<file path="src/rtl/mma_pkg.sv">
// ----------------------------------------------------------------------------
// mma_pkg: shared definitions for the multichannel moving average
// Sizes, field layout of the stream words and the control/status bundles
// exchanged between the controller and the datapath.
// ----------------------------------------------------------------------------
`default_nettype none

package mma_pkg;

  // Block configuration.
  localparam int CHANNELS    = 4;
  localparam int MAX_WINDOW  = 16;
  localparam int SAMPLE_BITS = 12;

  // Fixed field widths of the stream items.
  localparam int CH_IN_W  = 3;
  localparam int SMP_IN_W = 12;
  localparam int WIN_IN_W = 5;
  localparam int AVG_W    = 12;

  // Bit offsets inside the input tdata word.
  localparam int CH_LSB  = 0;
  localparam int SMP_LSB = CH_LSB + CH_IN_W;
  localparam int WIN_LSB = SMP_LSB + SMP_IN_W;
  localparam int IN_W    = WIN_LSB + WIN_IN_W;

  localparam int IN_TDATA_W  = ((IN_W + 7) / 8) * 8;
  localparam int OUT_TDATA_W = ((AVG_W + 7) / 8) * 8;

  // Derived storage sizes.
  localparam int CH_W      = $clog2(CHANNELS);
  localparam int SLOT_W    = $clog2(MAX_WINDOW);
  localparam int CNT_W     = $clog2(MAX_WINDOW + 1);
  localparam int SUM_W     = SAMPLE_BITS + SLOT_W;
  localparam int ADDR_W    = CH_W + SLOT_W;
  localparam int MEM_DEPTH = 2 ** ADDR_W;

  // Window used when the request is zero or too large.
  localparam int DEFAULT_WINDOW = 4;
  localparam int DEF_WIN = (DEFAULT_WINDOW <= MAX_WINDOW) ? DEFAULT_WINDOW : MAX_WINDOW;

  // Commands from the controller to the datapath.
  typedef struct packed {
    logic load;       // latch the incoming item
    logic write;      // store the sample and update the fill count
    logic sum_run;    // step the ring summation and the slot wrap
    logic div_start;  // commit the new slot and start the divider
    logic out_load;   // load the output register
  } mma_cmd_t;

  // Status from the datapath to the controller.
  typedef struct packed {
    logic reject;     // latched channel is out of range
    logic sum_done;   // all filled entries have been added
    logic mod_done;   // next slot is below the window
    logic div_done;   // quotient is ready
  } mma_sts_t;

endpackage

`default_nettype wire

</file>
<file path="src/rtl/multichannel_moving_average.sv">
// ----------------------------------------------------------------------------
// multichannel_moving_average: per-channel moving average of converter samples
// Each item for a valid channel writes a sample into its ring and returns the
// truncated mean of the filled ring entries; other channels return zero.
// ----------------------------------------------------------------------------
//
//  Channel   Direction  Payload (lowest bits first)
//  s_*       in         channel[2:0], sample[14:3], window_request[19:15]
//  m_*       out        average[11:0]
//
//  An item for a valid channel is accepted and latched, then stored; then one
//  read is issued per filled entry, the reads drain and the divider starts,
//  the bit-serial divider runs, and the output is loaded. The slot wrap
//  subtracts the window once per cycle beside the reads; after a window
//  shrinks it can stretch the summation. An out-of-range channel skips the
//  store, summation and division and goes straight to the output load.
//  Reset clears slots, fill counts and the valid bits of the sample store at
//  once; no clearing pass follows. One item is in work at a time; the next is
//  taken while a finished result waits, and a stalled output only holds the
//  block once the following result is ready.
//
`default_nettype none

module multichannel_moving_average
  import mma_pkg::*;
(
  input  wire logic                   clk_i,
  input  wire logic                   rst_ni,
  // Input item: channel[2:0], sample[14:3], window_request[19:15], zero pad.
  input  wire logic [IN_TDATA_W-1:0]  s_tdata_i,
  input  wire logic                   s_tvalid_i,
  output logic                        s_tready_o,
  // Result item: average[11:0], zero pad.
  output logic      [OUT_TDATA_W-1:0] m_tdata_o,
  output logic                        m_tvalid_o,
  input  wire logic                   m_tready_i
);

  mma_cmd_t         cmd;
  mma_sts_t         sts;
  logic [AVG_W-1:0] average;

  // The controller only walks the phases; all arithmetic and storage sit in
  // the datapath.
  mma_ctrl u_ctrl (
    .clk_i      (clk_i),
    .rst_ni     (rst_ni),
    .s_tvalid_i (s_tvalid_i),
    .s_tready_o (s_tready_o),
    .m_tvalid_o (m_tvalid_o),
    .m_tready_i (m_tready_i),
    .sts_i      (sts),
    .cmd_o      (cmd)
  );

  // The fields are taken straight from the input word; the datapath latches
  // them when the controller accepts the item.
  mma_dp u_dp (
    .clk_i     (clk_i),
    .rst_ni    (rst_ni),
    .cmd_i     (cmd),
    .sts_o     (sts),
    .channel_i (s_tdata_i[CH_LSB +: CH_IN_W]),
    .sample_i  (s_tdata_i[SMP_LSB +: SMP_IN_W]),
    .window_i  (s_tdata_i[WIN_LSB +: WIN_IN_W]),
    .average_o (average)
  );

  // The average sits in the low bits; the rest of the word is zero.
  assign m_tdata_o = OUT_TDATA_W'(average);

endmodule

`default_nettype wire

</file>
<file path="src/rtl/mma_div.sv">
// ----------------------------------------------------------------------------
// mma_div: iterative restoring divider
// Divides the window sum by the fill count, one quotient bit per cycle.
// ----------------------------------------------------------------------------
`default_nettype none

module mma_div
  import mma_pkg::*;
(
  input  wire logic             clk_i,
  input  wire logic             rst_ni,
  input  wire logic             start_i,
  input  wire logic [SUM_W-1:0] dividend_i,
  input  wire logic [CNT_W-1:0] divisor_i,
  output logic      [SUM_W-1:0] quotient_o,
  output logic                  done_o
);

  localparam int STEP_W = $clog2(SUM_W + 1);

  logic              busy_q, busy_d;
  logic              done_q, done_d;
  logic [STEP_W-1:0] step_q, step_d;
  logic [CNT_W-1:0]  rem_q, rem_d;
  logic [SUM_W-1:0]  quo_q, quo_d;
  logic [CNT_W-1:0]  dvs_q, dvs_d;
  logic [CNT_W:0]    trial;
  logic              fits;

  assign trial = {rem_q, quo_q[SUM_W-1]};
  assign fits  = (trial >= {1'b0, dvs_q});

  always_comb begin
    busy_d = busy_q;
    done_d = done_q;
    step_d = step_q;
    rem_d  = rem_q;
    quo_d  = quo_q;
    dvs_d  = dvs_q;
    if (start_i) begin
      busy_d = 1'b1;
      done_d = 1'b0;
      step_d = STEP_W'(SUM_W);
      rem_d  = '0;
      quo_d  = dividend_i;
      dvs_d  = divisor_i;
    end else if (busy_q) begin
      // The partial remainder stays below the divisor, so it fits CNT_W bits.
      rem_d  = fits ? CNT_W'(trial - {1'b0, dvs_q}) : trial[CNT_W-1:0];
      quo_d  = {quo_q[SUM_W-2:0], fits};
      step_d = step_q - STEP_W'(1);
      if (step_q == STEP_W'(1)) begin
        busy_d = 1'b0;
        done_d = 1'b1;
      end
    end
  end

  always_ff @(posedge clk_i or negedge rst_ni) begin
    if (!rst_ni) begin
      busy_q <= 1'b0;
      done_q <= 1'b0;
      step_q <= '0;
    end else begin
      busy_q <= busy_d;
      done_q <= done_d;
      step_q <= step_d;
    end
  end

  always_ff @(posedge clk_i) begin
    rem_q <= rem_d;
    quo_q <= quo_d;
    dvs_q <= dvs_d;
  end

  assign quotient_o = quo_q;
  assign done_o     = done_q;

  // A new division is never started on top of one still in progress.
  a_no_restart: assert property (@(posedge clk_i) disable iff (!rst_ni)
    start_i |-> !busy_q)
    else $error("divider restarted while busy");

endmodule

`default_nettype wire

</file>
<file path="src/rtl/mma_dp.sv">
// ----------------------------------------------------------------------------
// mma_dp: datapath of the multichannel moving average
// Holds the sample rings, slot and fill counters, sums a channel's ring one
// entry per cycle and divides the sum by the fill count.
// ----------------------------------------------------------------------------
`default_nettype none

module mma_dp
  import mma_pkg::*;
(
  input  wire logic                clk_i,
  input  wire logic                rst_ni,
  input  wire mma_cmd_t            cmd_i,
  output mma_sts_t                 sts_o,
  input  wire logic [CH_IN_W-1:0]  channel_i,
  input  wire logic [SMP_IN_W-1:0] sample_i,
  input  wire logic [WIN_IN_W-1:0] window_i,
  output logic      [AVG_W-1:0]    average_o
);

  // Latched item.
  logic [CH_IN_W-1:0]     ch_q;
  logic [SAMPLE_BITS-1:0] smp_q;
  logic [CNT_W-1:0]       win_q;
  logic                   reject_q;
  logic [CNT_W-1:0]       win_pick;

  // Per-channel ring state.
  logic [SLOT_W-1:0] wslot_q [CHANNELS];
  logic [CNT_W-1:0]  fill_q [CHANNELS];

  // Sample store with one valid bit per entry; an unwritten entry adds nothing to the sum.
  logic [SAMPLE_BITS-1:0] store_q [MEM_DEPTH];
  logic [MEM_DEPTH-1:0]   valid_q;
  logic [SAMPLE_BITS-1:0] rdata_q;
  logic                   rvalid_q;

  // Summation and slot wrap.
  logic [CNT_W-1:0] idx_q;
  logic [CNT_W-1:0] cnt_q;
  logic             rd_pend_q;
  logic [SUM_W-1:0] acc_q;
  logic [CNT_W-1:0] rem_q;

  logic [CH_W-1:0]   chx;
  logic [SLOT_W-1:0] slot_cur;
  logic [CNT_W-1:0]  fill_cur;
  logic [CNT_W-1:0]  fill_new;
  logic [ADDR_W-1:0] waddr;
  logic [ADDR_W-1:0] raddr;
  logic              rd_en;

  logic [SUM_W-1:0] quotient;
  logic             div_done;
  logic [AVG_W-1:0] avg_q;

  always_comb begin
    if (window_i == '0 || 32'(window_i) > MAX_WINDOW) begin
      win_pick = CNT_W'(DEF_WIN);
    end else begin
      win_pick = CNT_W'(window_i);
    end
  end

  always_ff @(posedge clk_i or negedge rst_ni) begin
    if (!rst_ni) begin
      reject_q <= 1'b0;
    end else if (cmd_i.load) begin
      reject_q <= (32'(channel_i) >= CHANNELS);
    end
  end

  always_ff @(posedge clk_i) begin
    if (cmd_i.load) begin
      ch_q  <= channel_i;
      smp_q <= SAMPLE_BITS'(sample_i);
      win_q <= win_pick;
    end
  end

  assign chx      = ch_q[CH_W-1:0];
  assign slot_cur = (32'(wslot_q[chx]) >= MAX_WINDOW) ? '0 : wslot_q[chx];
  assign fill_cur = fill_q[chx];
  assign fill_new = (fill_cur < win_q) ? fill_cur + CNT_W'(1) : fill_cur;
  assign waddr    = {chx, slot_cur};
  assign raddr    = {chx, idx_q[SLOT_W-1:0]};
  assign rd_en    = cmd_i.sum_run && (idx_q < cnt_q);

  // Ring counters: the fill count moves with the write, the slot once the
  // wrap has settled.
  always_ff @(posedge clk_i or negedge rst_ni) begin
    if (!rst_ni) begin
      for (int c = 0; c < CHANNELS; c++) begin
        wslot_q[c] <= '0;
        fill_q[c]  <= '0;
      end
      valid_q <= '0;
    end else begin
      if (cmd_i.write) begin
        fill_q[chx]    <= fill_new;
        valid_q[waddr] <= 1'b1;
      end
      if (cmd_i.div_start) begin
        wslot_q[chx] <= rem_q[SLOT_W-1:0];
      end
    end
  end

  always_ff @(posedge clk_i) begin
    if (cmd_i.write) begin
      store_q[waddr] <= smp_q;
    end
    if (rd_en) begin
      rdata_q  <= store_q[raddr];
      rvalid_q <= valid_q[raddr];
    end
  end

  always_ff @(posedge clk_i or negedge rst_ni) begin
    if (!rst_ni) begin
      idx_q     <= '0;
      rd_pend_q <= 1'b0;
    end else if (cmd_i.write) begin
      idx_q     <= '0;
      rd_pend_q <= 1'b0;
    end else if (cmd_i.sum_run) begin
      if (rd_en) begin
        idx_q <= idx_q + CNT_W'(1);
      end
      rd_pend_q <= rd_en;
    end
  end

  always_ff @(posedge clk_i) begin
    if (cmd_i.write) begin
      cnt_q <= fill_new;
      acc_q <= '0;
      rem_q <= CNT_W'(slot_cur) + CNT_W'(1);
    end else if (cmd_i.sum_run) begin
      if (rd_pend_q && rvalid_q) begin
        acc_q <= acc_q + SUM_W'(rdata_q);
      end
      if (rem_q >= win_q) begin
        rem_q <= rem_q - win_q;
      end
    end
  end

  mma_div u_div (
    .clk_i      (clk_i),
    .rst_ni     (rst_ni),
    .start_i    (cmd_i.div_start),
    .dividend_i (acc_q),
    .divisor_i  (cnt_q),
    .quotient_o (quotient),
    .done_o     (div_done)
  );

  always_ff @(posedge clk_i) begin
    if (cmd_i.out_load) begin
      avg_q <= reject_q ? '0 : AVG_W'(quotient);
    end
  end

  assign average_o       = avg_q;
  assign sts_o.reject    = reject_q;
  assign sts_o.sum_done  = (idx_q == cnt_q) && !rd_pend_q;
  assign sts_o.mod_done  = (rem_q < win_q);
  assign sts_o.div_done  = div_done;

  // The divider only starts once the sum and the next slot are settled.
  a_div_after_sum: assert property (@(posedge clk_i) disable iff (!rst_ni)
    cmd_i.div_start |-> (sts_o.sum_done && sts_o.mod_done))
    else $error("divider started before sum and slot wrap finished");

  // After a store the fill count is never zero, so the divisor is valid.
  a_cnt_nonzero: assert property (@(posedge clk_i) disable iff (!rst_ni)
    cmd_i.write |=> (cnt_q != '0))
    else $error("zero fill count after a write");

endmodule

`default_nettype wire

</file>
<file path="src/rtl/mma_ctrl.sv">
// ----------------------------------------------------------------------------
// mma_ctrl: controller of the multichannel moving average
// Sequences latch, store, summation, division and output of one item.
// ----------------------------------------------------------------------------
`default_nettype none

module mma_ctrl
  import mma_pkg::*;
(
  input  wire logic     clk_i,
  input  wire logic     rst_ni,
  input  wire logic     s_tvalid_i,
  output logic          s_tready_o,
  output logic          m_tvalid_o,
  input  wire logic     m_tready_i,
  input  wire mma_sts_t sts_i,
  output mma_cmd_t      cmd_o
);

  localparam logic [2:0] ST_IDLE   = 3'd0;
  localparam logic [2:0] ST_WRITE  = 3'd1;
  localparam logic [2:0] ST_SUM    = 3'd2;
  localparam logic [2:0] ST_DIV    = 3'd3;
  localparam logic [2:0] ST_FINISH = 3'd4;

  logic [2:0] state_q, state_d;
  logic       out_valid_q, out_valid_d;

  always_comb begin
    cmd_o      = '0;
    state_d    = state_q;
    s_tready_o = (state_q == ST_IDLE);
    case (state_q)
      ST_IDLE: begin
        if (s_tvalid_i) begin
          cmd_o.load = 1'b1;
          state_d    = ST_WRITE;
        end
      end
      ST_WRITE: begin
        if (sts_i.reject) begin
          state_d = ST_FINISH;
        end else begin
          cmd_o.write = 1'b1;
          state_d     = ST_SUM;
        end
      end
      ST_SUM: begin
        cmd_o.sum_run = 1'b1;
        if (sts_i.sum_done && sts_i.mod_done) begin
          cmd_o.div_start = 1'b1;
          state_d         = ST_DIV;
        end
      end
      ST_DIV: begin
        if (sts_i.div_done) begin
          state_d = ST_FINISH;
        end
      end
      ST_FINISH: begin
        if (!out_valid_q || m_tready_i) begin
          cmd_o.out_load = 1'b1;
          state_d        = ST_IDLE;
        end
      end
      default: begin
        state_d = ST_IDLE;
      end
    endcase
  end

  always_comb begin
    if (cmd_o.out_load) begin
      out_valid_d = 1'b1;
    end else if (m_tready_i) begin
      out_valid_d = 1'b0;
    end else begin
      out_valid_d = out_valid_q;
    end
  end

  always_ff @(posedge clk_i or negedge rst_ni) begin
    if (!rst_ni) begin
      state_q     <= ST_IDLE;
      out_valid_q <= 1'b0;
    end else begin
      state_q     <= state_d;
      out_valid_q <= out_valid_d;
    end
  end

  assign m_tvalid_o = out_valid_q;

  // A result is never loaded in a cycle that can take a new item.
  a_load_apart: assert property (@(posedge clk_i) disable iff (!rst_ni)
    s_tready_o |-> !cmd_o.out_load)
    else $error("output loaded while idle");

  // Starting the divider clears its done flag in the following cycle.
  a_div_clears: assert property (@(posedge clk_i) disable iff (!rst_ni)
    cmd_o.div_start |=> !sts_i.div_done)
    else $error("stale divider done seen after start");

endmodule

`default_nettype wire
</file>
<file path="config.mk">
export PLATFORM = sky130hd
export DESIGN_NAME = multichannel_moving_average
export DESIGN_NICKNAME = d
export VERILOG_FILES = /design/src/rtl/mma_pkg.sv /design/src/rtl/multichannel_moving_average.sv /design/src/rtl/mma_div.sv /design/src/rtl/mma_dp.sv /design/src/rtl/mma_ctrl.sv
export SDC_FILE = /design/constraint.sdc
export NUM_CORES = 1
export LEC_CHECK = 0
export CAP_MARGIN = 25
export CORE_UTILIZATION = 30
export DETAILED_ROUTE_END_ITERATION = 10
export DONT_BUFFER_PORTS = 1
export PLACE_DENSITY_LB_ADDON = 0.08
export SLEW_MARGIN = 20
export SYNTH_ARGS = -nofsm -noshare
export SYNTH_HDL_FRONTEND = slang
export SYNTH_SLANG_ARGS = --single-unit
export TNS_END_PERCENT = 5
</file>
<file path="constraint.sdc">
create_clock -name clk_i -period 5.3 [get_ports clk_i]
set_input_delay 0.795 -clock clk_i [delete_from_list [all_inputs] [get_ports clk_i]]
set_output_delay 0.795 -clock clk_i [all_outputs]
set_load 0.1 [all_outputs]
</file>
==> results.md, run 1 <==
* Run status: complete, no violations
* Core area at 128000 µm²
* Leakage power total at 15.4 nW
* Total number of yosys warnings at 0
* Top_reg_cell synth: sky130_fd_sc_hd__edfxtp_1
* Maximum level of the CTS H-tree at 3
* Global-route wire length before repair at 146 mm
* Total number of vias at 19200
* Overall Power at 0.0235 W
* Mean Syn Cell Area at 19.2 µm²
* Total gr overflow at 0
* Pin count of the biggest net entering global routing at 119
* Buffers added on ports at 0
* Instance count after placement with tap cells included at 3775
* Setup Total Neg Slack at 0 ns
* P per Cell Area at 520 nW/µm²
* Number of global-route vias before repair at 19800
* Hold Path Class: primary input to asynchronous set/reset pin
* Highest clock frequency the design can meet at 270 MHz
* Placement-stage cell area at 41600 µm²
* Slew of the pin with the lowest slew margin at 0.993 ns
* DIE AREA at 131000 µm²
* Min Clock Period, post-route at 3.70 ns
* Share of synthesized area occupied by flip-flops and latches at 0.738
* Average wire per standard cell at 25.7 µm
* Synthesized flop and latch total at 982
* Number of setup violations in the final report at 0
* Iteration-0 DRC count of the detailed router at 1635
* Commonest cells after routing, fill and taps aside: sky130_fd_sc_hd__edfxtp_1 (843), sky130_fd_sc_hd__mux4_2 (217), sky130_fd_sc_hd__dfrtp_1 (116)
* Non-filler cells, final at 3980
* Setup CP Type: flop to flop
* Category of the worst setup path launch point: flop
* Starting Density at 0.304
* Share of flip-flops with an asynchronous set or reset after synthesis at 0.120
* Total I/O pin count at 46
* Pins over their slew limit at 0
* Avg Vias per Cell at 4.82
* CTS Root Cell: sky130_fd_sc_hd__clkbuf_16
* Nets at 2226
* Number of enable-type register cells in the synthesized netlist at 843
* Worst Skew at 0.0324 ns
* Total number of clock tree sinks at 982
* Worst-case clock buffer depth at 3
* Chip height at 362 µm
* Overall fraction of global-route tracks in use at 0.156
* Critical path fanouts, max at 10
* Clock latency on the worst-skew pair at 0.69 ns
* Number of nets still failing antenna checks after routing at 0
* Final cycle utilization of the critical path at 0.698
* Worst vdd rail ir drop at 0.255 mV
* WP data arrival at 4.09 ns
* Max capacitance violation total at 0
* Summed area of non-filler cells in the final layout at 45200 µm²
* Drt first pass iters at 5
* Layout-stage area growth over the synthesis result at 16.3%
* Half-perimeter wire length of the detailed placement result at 60.6 mm
* Cell Area, Synth at 38900 µm²
* Count of different cell masters after synthesis at 61
* Horizontal die dimension at 362 µm
* Data required time of the worst path at 5.69 ns
* Clock input transition at the sequential cells of the worst setup and hold paths at 0.06 ns
* Final Routed Wirelength at 102 mm
* Most common cell after layout, fill and taps aside: sky130_fd_sc_hd__edfxtp_1
* TritonCTS clock tree: built
* Crit. End Element: flop
* Tightest slew margin relative to the limit at 0.338
* Unrepaired setup endpoints after global routing: no
* Final hold viol count at 0
* Share of post-route cells with drive strength above 1 at 0.275
* Num rows at 131
* Clock buffers created by TritonCTS at 109
* DR DRC count at 0
* Initial antenna violation count at 2
* Last weighted congestion value of the routability-driven placer at 0.746
* Post-Synthesis Cells at 2028
==> worst max-delay path, stage by stage, from the launching register on <==
cell and delay [ns]:
sky130_fd_sc_hd__edfxtp_1 0.67, sky130_fd_sc_hd__buf_4 0.30, sky130_fd_sc_hd__mux4_2 0.66, sky130_fd_sc_hd__nor2b_1 0.20
sky130_fd_sc_hd__nand2b_1 0.56, sky130_fd_sc_hd__nor2_1 0.70, sky130_fd_sc_hd__buf_4 0.30
==> cells in the mapped netlist (all sizes together), types with 22 or more instances <==
| cell | n | area (µm²) |
|---|---|---|
| buf | 34 | 188 |
| nor2 | 103 | 387 |
| clkbuf | 73 | 274 |
| dfrtp | 118 | 2950 |
| a22o | 26 | 228 |
| inv | 33 | 124 |
| a21oi | 28 | 140 |
| or2 | 64 | 400 |
| mux4 | 217 | 4890 |
| mux2 | 35 | 443 |
| a221oi | 26 | 228 |
| edfxtp | 843 | 25300 |
| o21ai | 22 | 110 |
| a22oi | 66 | 495 |
| nand2 | 92 | 345 |
| ha | 36 | 450 |
| nor2b | 25 | 156 |
==> state kept, by name, indices dropped and copies added, names as in the netlist, 2 cells and up <==
name and cells:
u_dp.store_q 768, u_dp.wslot_q 16, u_dp.rem_q 5, u_dp.ch_q 2
u_dp.u_div.dvs_q 5, u_dp.win_q 5, u_dp.valid_q 64, u_dp.u_div.rem_q 5
u_dp.u_div.quotient_o 16, u_dp.cnt_q 5, u_dp.idx_q 5, u_dp.average_o 12
u_ctrl.state_q 3, u_dp.smp_q 12, u_dp.u_div.step_q 5, u_dp.rdata_q 12
u_dp.acc_q 16, u_dp.fill_q 20
==> metal layers <==
layer	part of all wire	wire length [µm]	track usage
met4	0.024	2440	0.0425
met5	0	0	0
met2	0.48	49000	0.252
met1	0.46	46600	0.217
met3	0.041	4220	0.0267
==> final cells by class <==
class | instances | area (µm²)
inverters | 34 | 128
diodes | 1 | 2.50
flip-flops and latches | 982 | 28700
fillers | 11900 | 82800
clock inverters | 53 | 409
repair buffers | 124 | 1050
multi-input cells | 908 | 9650
well taps | 1729 | 2160
clock buffers | 149 | 3080
==> kinds of logic after synthesis <==
logic type               after synthesis  share of synthesized area
other                                  1                  0.0000965
AND/OR/NAND/NOR                      347                     0.0440
flip-flops                           982                      0.738
XOR/XNOR                              24                    0.00541
multiplexers                         262                      0.140
adder cells (fa/ha/maj)               39                     0.0131
buffers and inverters                141                     0.0152
AO/OA/AOI/OAI                        232                     0.0441
==> where the power goes <==
| part | switching [W] | internal, W | leakage (nW) |
|---|---|---|---|
| Combinational | 0.00385 | 0.00257 | 4.36 |
| Sequential | 0.000476 | 0.00924 | 9.35 |
| Clock | 0.00307 | 0.00429 | 1.72 |
==> repair_timing <==
action	in CTS	in global routing
endpoints found under the setup margin	0	0
endpoints found under the hold margin	118	0
hold buffers	1	0
gates resized for setup	0	0
setup buffers	0	0
==> per-stage QoR <==
step	setup WS (ns)	hold WS, ns	util
6_report	1.60	0.0372	0.353
5_1_grt	1.44	0.0538	0.353
4_1_cts	1.56	0.0858	0.353
3_5_place_dp	1.59	0.449	0.325
3_3_place_gp	1.54	0.445	0.325
2_1_floorplan	1.42	0.426	-
==> path summary, 6_finish.rpt <==
check / start / to / slack, ns / cells after the start
max: u_dp.ch_q[0] / u_dp.store_q[17][2] / 1.60 / 6
min: rst_ni / u_dp.fill_q[6] / 0.04 / 1
max reg2reg: u_dp.ch_q[0] / u_dp.store_q[17][2] / 1.60 / 6
min reg2reg: u_dp.valid_q[34] / u_dp.valid_q[34] / 0.46 / 1
max in group asynchronous: rst_ni / u_dp.valid_q[34] / 4.57 / 1
min in group clk_i: s_tdata_i[7] / u_dp.smp_q[4] / 0.20 / 0
Power figures use the tool's default switching activity.
==> run 2: changes to the inputs <==
- ABC_AREA: unset -> 1
- clock period: 5.3 -> 3.46 ns (I/O delays scaled with it)
==> results.md, run 2 <==
* Starting Density at 0.302
* Slack of the worst reg-to-reg path at 0.32 ns
* Iteration-0 DRC count of the detailed router at 2009
* Switching fraction of total power at 0.370
* Min Clock Period, post-route at 3.14 ns
* Final WS setup at 0.319 ns
* Category of the worst setup path launch point: flop
* Drt first pass iters at 7
* Area share of the largest cell type after synthesis at 0.602
* Top_reg_cell synth: sky130_fd_sc_hd__edfxtp_1
* Count of different cell masters after synthesis at 41
* Share of post-route cells with drive strength above 1 at 0.0825
* Part of the power in registers at 0.392
* Post-synthesis xor/xnor area fraction at 0.00250
* Layout-stage area growth over the synthesis result at 16.2%
* Mean Syn Cell Area at 10.2 µm²
* Cell types with the largest area share after synthesis: sky130_fd_sc_hd__edfxtp_1 (60%), sky130_fd_sc_hd__nand2_1 (13%), sky130_fd_sc_hd__dfrtp_1 (7.0%)
* Critical path fanouts, max at 9
* Pins over their slew limit at 0
* Final Routed Wirelength at 127 mm
* Share of synthesized area occupied by flip-flops and latches at 0.682
* Half-perimeter wire length of the detailed placement result at 73.3 mm
* Dominant cell type by area after synthesis: sky130_fd_sc_hd__edfxtp_1
* Path depth of the worst reg2reg path at 10
* Share of flip-flops with an asynchronous set or reset after synthesis at 0.120
* Nets at 4298
* Slew of the pin with the lowest slew margin at 1.03 ns
* Non-filler cells, final at 6204
* Commonest cells after routing, fill and taps aside: sky130_fd_sc_hd__nand2_1 (1500), sky130_fd_sc_hd__edfxtp_1 (843), sky130_fd_sc_hd__nor2_1 (431)
* Start of the worst register-to-register path: u_dp.ch_q[1]
* Area share of and/or/nand/nor cells after synthesis at 0.208
* Most numerous cell types in the synthesized netlist: sky130_fd_sc_hd__nand2_1 (1500), sky130_fd_sc_hd__edfxtp_1 (843), sky130_fd_sc_hd__nor2_1 (437), sky130_fd_sc_hd__o21ai_0 (320), sky130_fd_sc_hd__inv_1 (250)
* Most common cell after layout, fill and taps aside: sky130_fd_sc_hd__nand2_1
* Compound-gate portion of the synthesized area at 0.0503
* Total number of vias at 28200
* Tightest slew margin relative to the limit at 0.313
* Clock input transition at the sequential cells of the worst setup and hold paths at 0.06 ns
* Worst-case clock buffer depth at 3
* Overall Power at 0.0375 W
* Setup CP Type: flop to flop
* Last weighted congestion value of the routability-driven placer at 0.776
* Total gr overflow at 0
* Hold path cells at 2
* Comb power frac at 0.309
* Core area at 139000 µm²
* Clock buffers created by TritonCTS at 113
* WP data arrival at 3.58 ns
* Synthesized flop and latch total at 982
* Largest stage delay, worst path at 0.49 ns
* P per Cell Area at 768 nW/µm²
* Pin count of the biggest net entering global routing at 119
* Register name with the most flops: u_dp.store_q
* Average wire per standard cell at 20.5 µm
* Overall fraction of global-route tracks in use at 0.180
* Series of cell instances along the critical path: buf_4 -> nand2_1 -> nor2_1 -> a21oi_1 -> nand3_2 -> buf_4 -> a31oi_1 -> nand2_1 -> nor2_1 -> buf_4
* Maximum level of the CTS H-tree at 3
* Adder-cell share of the synthesized area at 0.0121
* Number of global-route vias before repair at 27700
* Count of hold-fix buffers inserted at cts at 20
* Number of setup violations in the final report at 0
* Worst R2R End: u_dp.store_q[27][6]
* Run status: complete, no violations
* Instance count after placement with tap cells included at 5972
* Global-route wire length before repair at 188 mm
* CTS Root Cell: sky130_fd_sc_hd__clkbuf_16
* Initial antenna violation count at 5
* Most used cell, CP: sky130_fd_sc_hd__buf_4
* Buffers added on ports at 0
* Crit. End Element: flop
* Hold Path Class: primary input to flop
* Min-Delay Startpoint: s_tdata_i[19]
* Number of enable-type register cells in the synthesized netlist at 843
* Final cycle utilization of the critical path at 0.908
* Post-Synthesis Cells at 4125
* Setup Total Neg Slack at 0 ns
* CP top delay family: simple AND/OR/NAND/NOR gates
* Final hold viol count at 0
* Design internal power at 0.0236 W
* Avg Vias per Cell at 4.54
* Cell Area, Synth at 42100 µm²
* Clock latency on the worst-skew pair at 0.73 ns
* Data required time of the worst path at 3.89 ns
* Net switching power figure at 0.0139 W
* Largest family of logic cells by synthesized area: simple AND/OR/NAND/NOR gates
* Total I/O pin count at 46
* Highest clock frequency the design can meet at 318 MHz
* CP max stage cell: sky130_fd_sc_hd__nor2_1
* Worst Skew at 0.0279 ns
* Most frequent cell after synthesis: sky130_fd_sc_hd__nand2_1
* Num rows at 137
* DR DRC count at 0
* Chip height at 376 µm
* Clock network power share at 0.299
* Worst path buffer plus inverter count at 3
* Cts repair resizes at 0
* Worst vdd rail ir drop at 0.460 mV
* Horizontal die dimension at 376 µm
* Total number of yosys warnings at 0
* TritonCTS clock tree: built
* Unrepaired setup endpoints after global routing: no
* DIE AREA at 142000 µm²
* Worst-case hold path end point: u_dp.win_q[4]
* Total number of clock tree sinks at 982
* Largest registers: u_dp.store_q: 768 flops, u_dp.valid_q: 64 flops, u_dp.fill_q: 20 flops
* Leakage power total at 19.4 nW
* Number of buffers added for setup after CTS at 0
* Multiplexer share of the synthesized area at 0
* Number of nets still failing antenna checks after routing at 0
* Number of flip-flops in the largest register at 768
* Max capacitance violation total at 0
* Post-placement worst setup slack at 0.327 ns
run 2: changes by cell type in the layout (fill, tap and decap cells not counted), moves of 65 or more:
cell                      before   now
sky130_fd_sc_hd__nand2_1      92  1500
sky130_fd_sc_hd__nor2_1       96   431
sky130_fd_sc_hd__o21ai_0      22   320
sky130_fd_sc_hd__nand3_1      12   244
sky130_fd_sc_hd__mux4_2      217     0
sky130_fd_sc_hd__inv_1        33   249
sky130_fd_sc_hd__a22oi_1      66     1
run 2: worst max-delay path by stage:
| stage | to | slack [ns] | from | cells after the start |
|---|---|---|---|---|
| floorplan | u_dp.u_div.quotient_o[0] | 0.60 | u_dp.idx_q[0] | 12 |
| detailed placement | u_dp.store_q[27][1] | 0.33 | u_dp.ch_q[1] | 10 |
| CTS | u_dp.store_q[11][2] | 0.30 | u_dp.ch_q[1] | 11 |
| finish | u_dp.store_q[27][6] | 0.32 | u_dp.ch_q[1] | 10 |
| global route | u_dp.store_q[27][3] | 0.16 | u_dp.ch_q[1] | 10 |
| global placement | u_dp.store_q[62][1] | 0.27 | u_dp.ch_q[1] | 10 |
run 2: kinds of logic after synthesis:
| group | after synthesis |
|---|---|
| AND/OR/NAND/NOR | 2218 |
| XOR/XNOR | 12 |
| flip-flops | 982 |
| AO/OA/AOI/OAI | 406 |
| adder cells (fa/ha/maj) | 39 |
| buffers and inverters | 467 |
| other | 1 |
run 2: power by group through the flow:
| stage | combinational (W) | clock, W | sequential [W] |
|---|---|---|---|
| 2_1_floorplan | 0.00709 | 0 | 0.0149 |
| 3_3_place_gp | 0.0118 | 0 | 0.0149 |
| 3_5_place_dp | 0.0118 | 0 | 0.0149 |
| 4_1_cts | 0.0119 | 0.0116 | 0.0147 |
| 5_1_grt | 0.0131 | 0.0120 | 0.0148 |
| 6_report | 0.0116 | 0.0112 | 0.0147 |
run 2: final cells by class:
class | instances | area, µm²
fillers | 14000 | 90500
flip-flops and latches | 982 | 28700
multi-input cells | 2679 | 11500
clock buffers | 162 | 3130
well taps | 1876 | 2350
repair buffers | 192 | 1870
inverters | 263 | 1000
clock inverters | 48 | 295
diodes | 2 | 5.00
run 2: per-layer routing:
layer	up-vias	wire, µm	GRT usage
met2	457	60300	0.297
met5	-	0	0
met1	13700	59200	0.249
met4	0	2530	0.0472
met3	142	5000	0.0228
li1	13900	-	-
run 2: stage by stage:
stage / hold slack (ns) / instance area [µm²] / util
2_1_floorplan: 0.223 / 42100 / -
3_3_place_gp: 0.236 / 45200 / 0.324
3_5_place_dp: 0.237 / 45200 / 0.324
4_1_cts: 0.00663 / 48800 / 0.351
5_1_grt: 0.0648 / 48800 / 0.351
6_report: 0.0640 / 48900 / 0.351
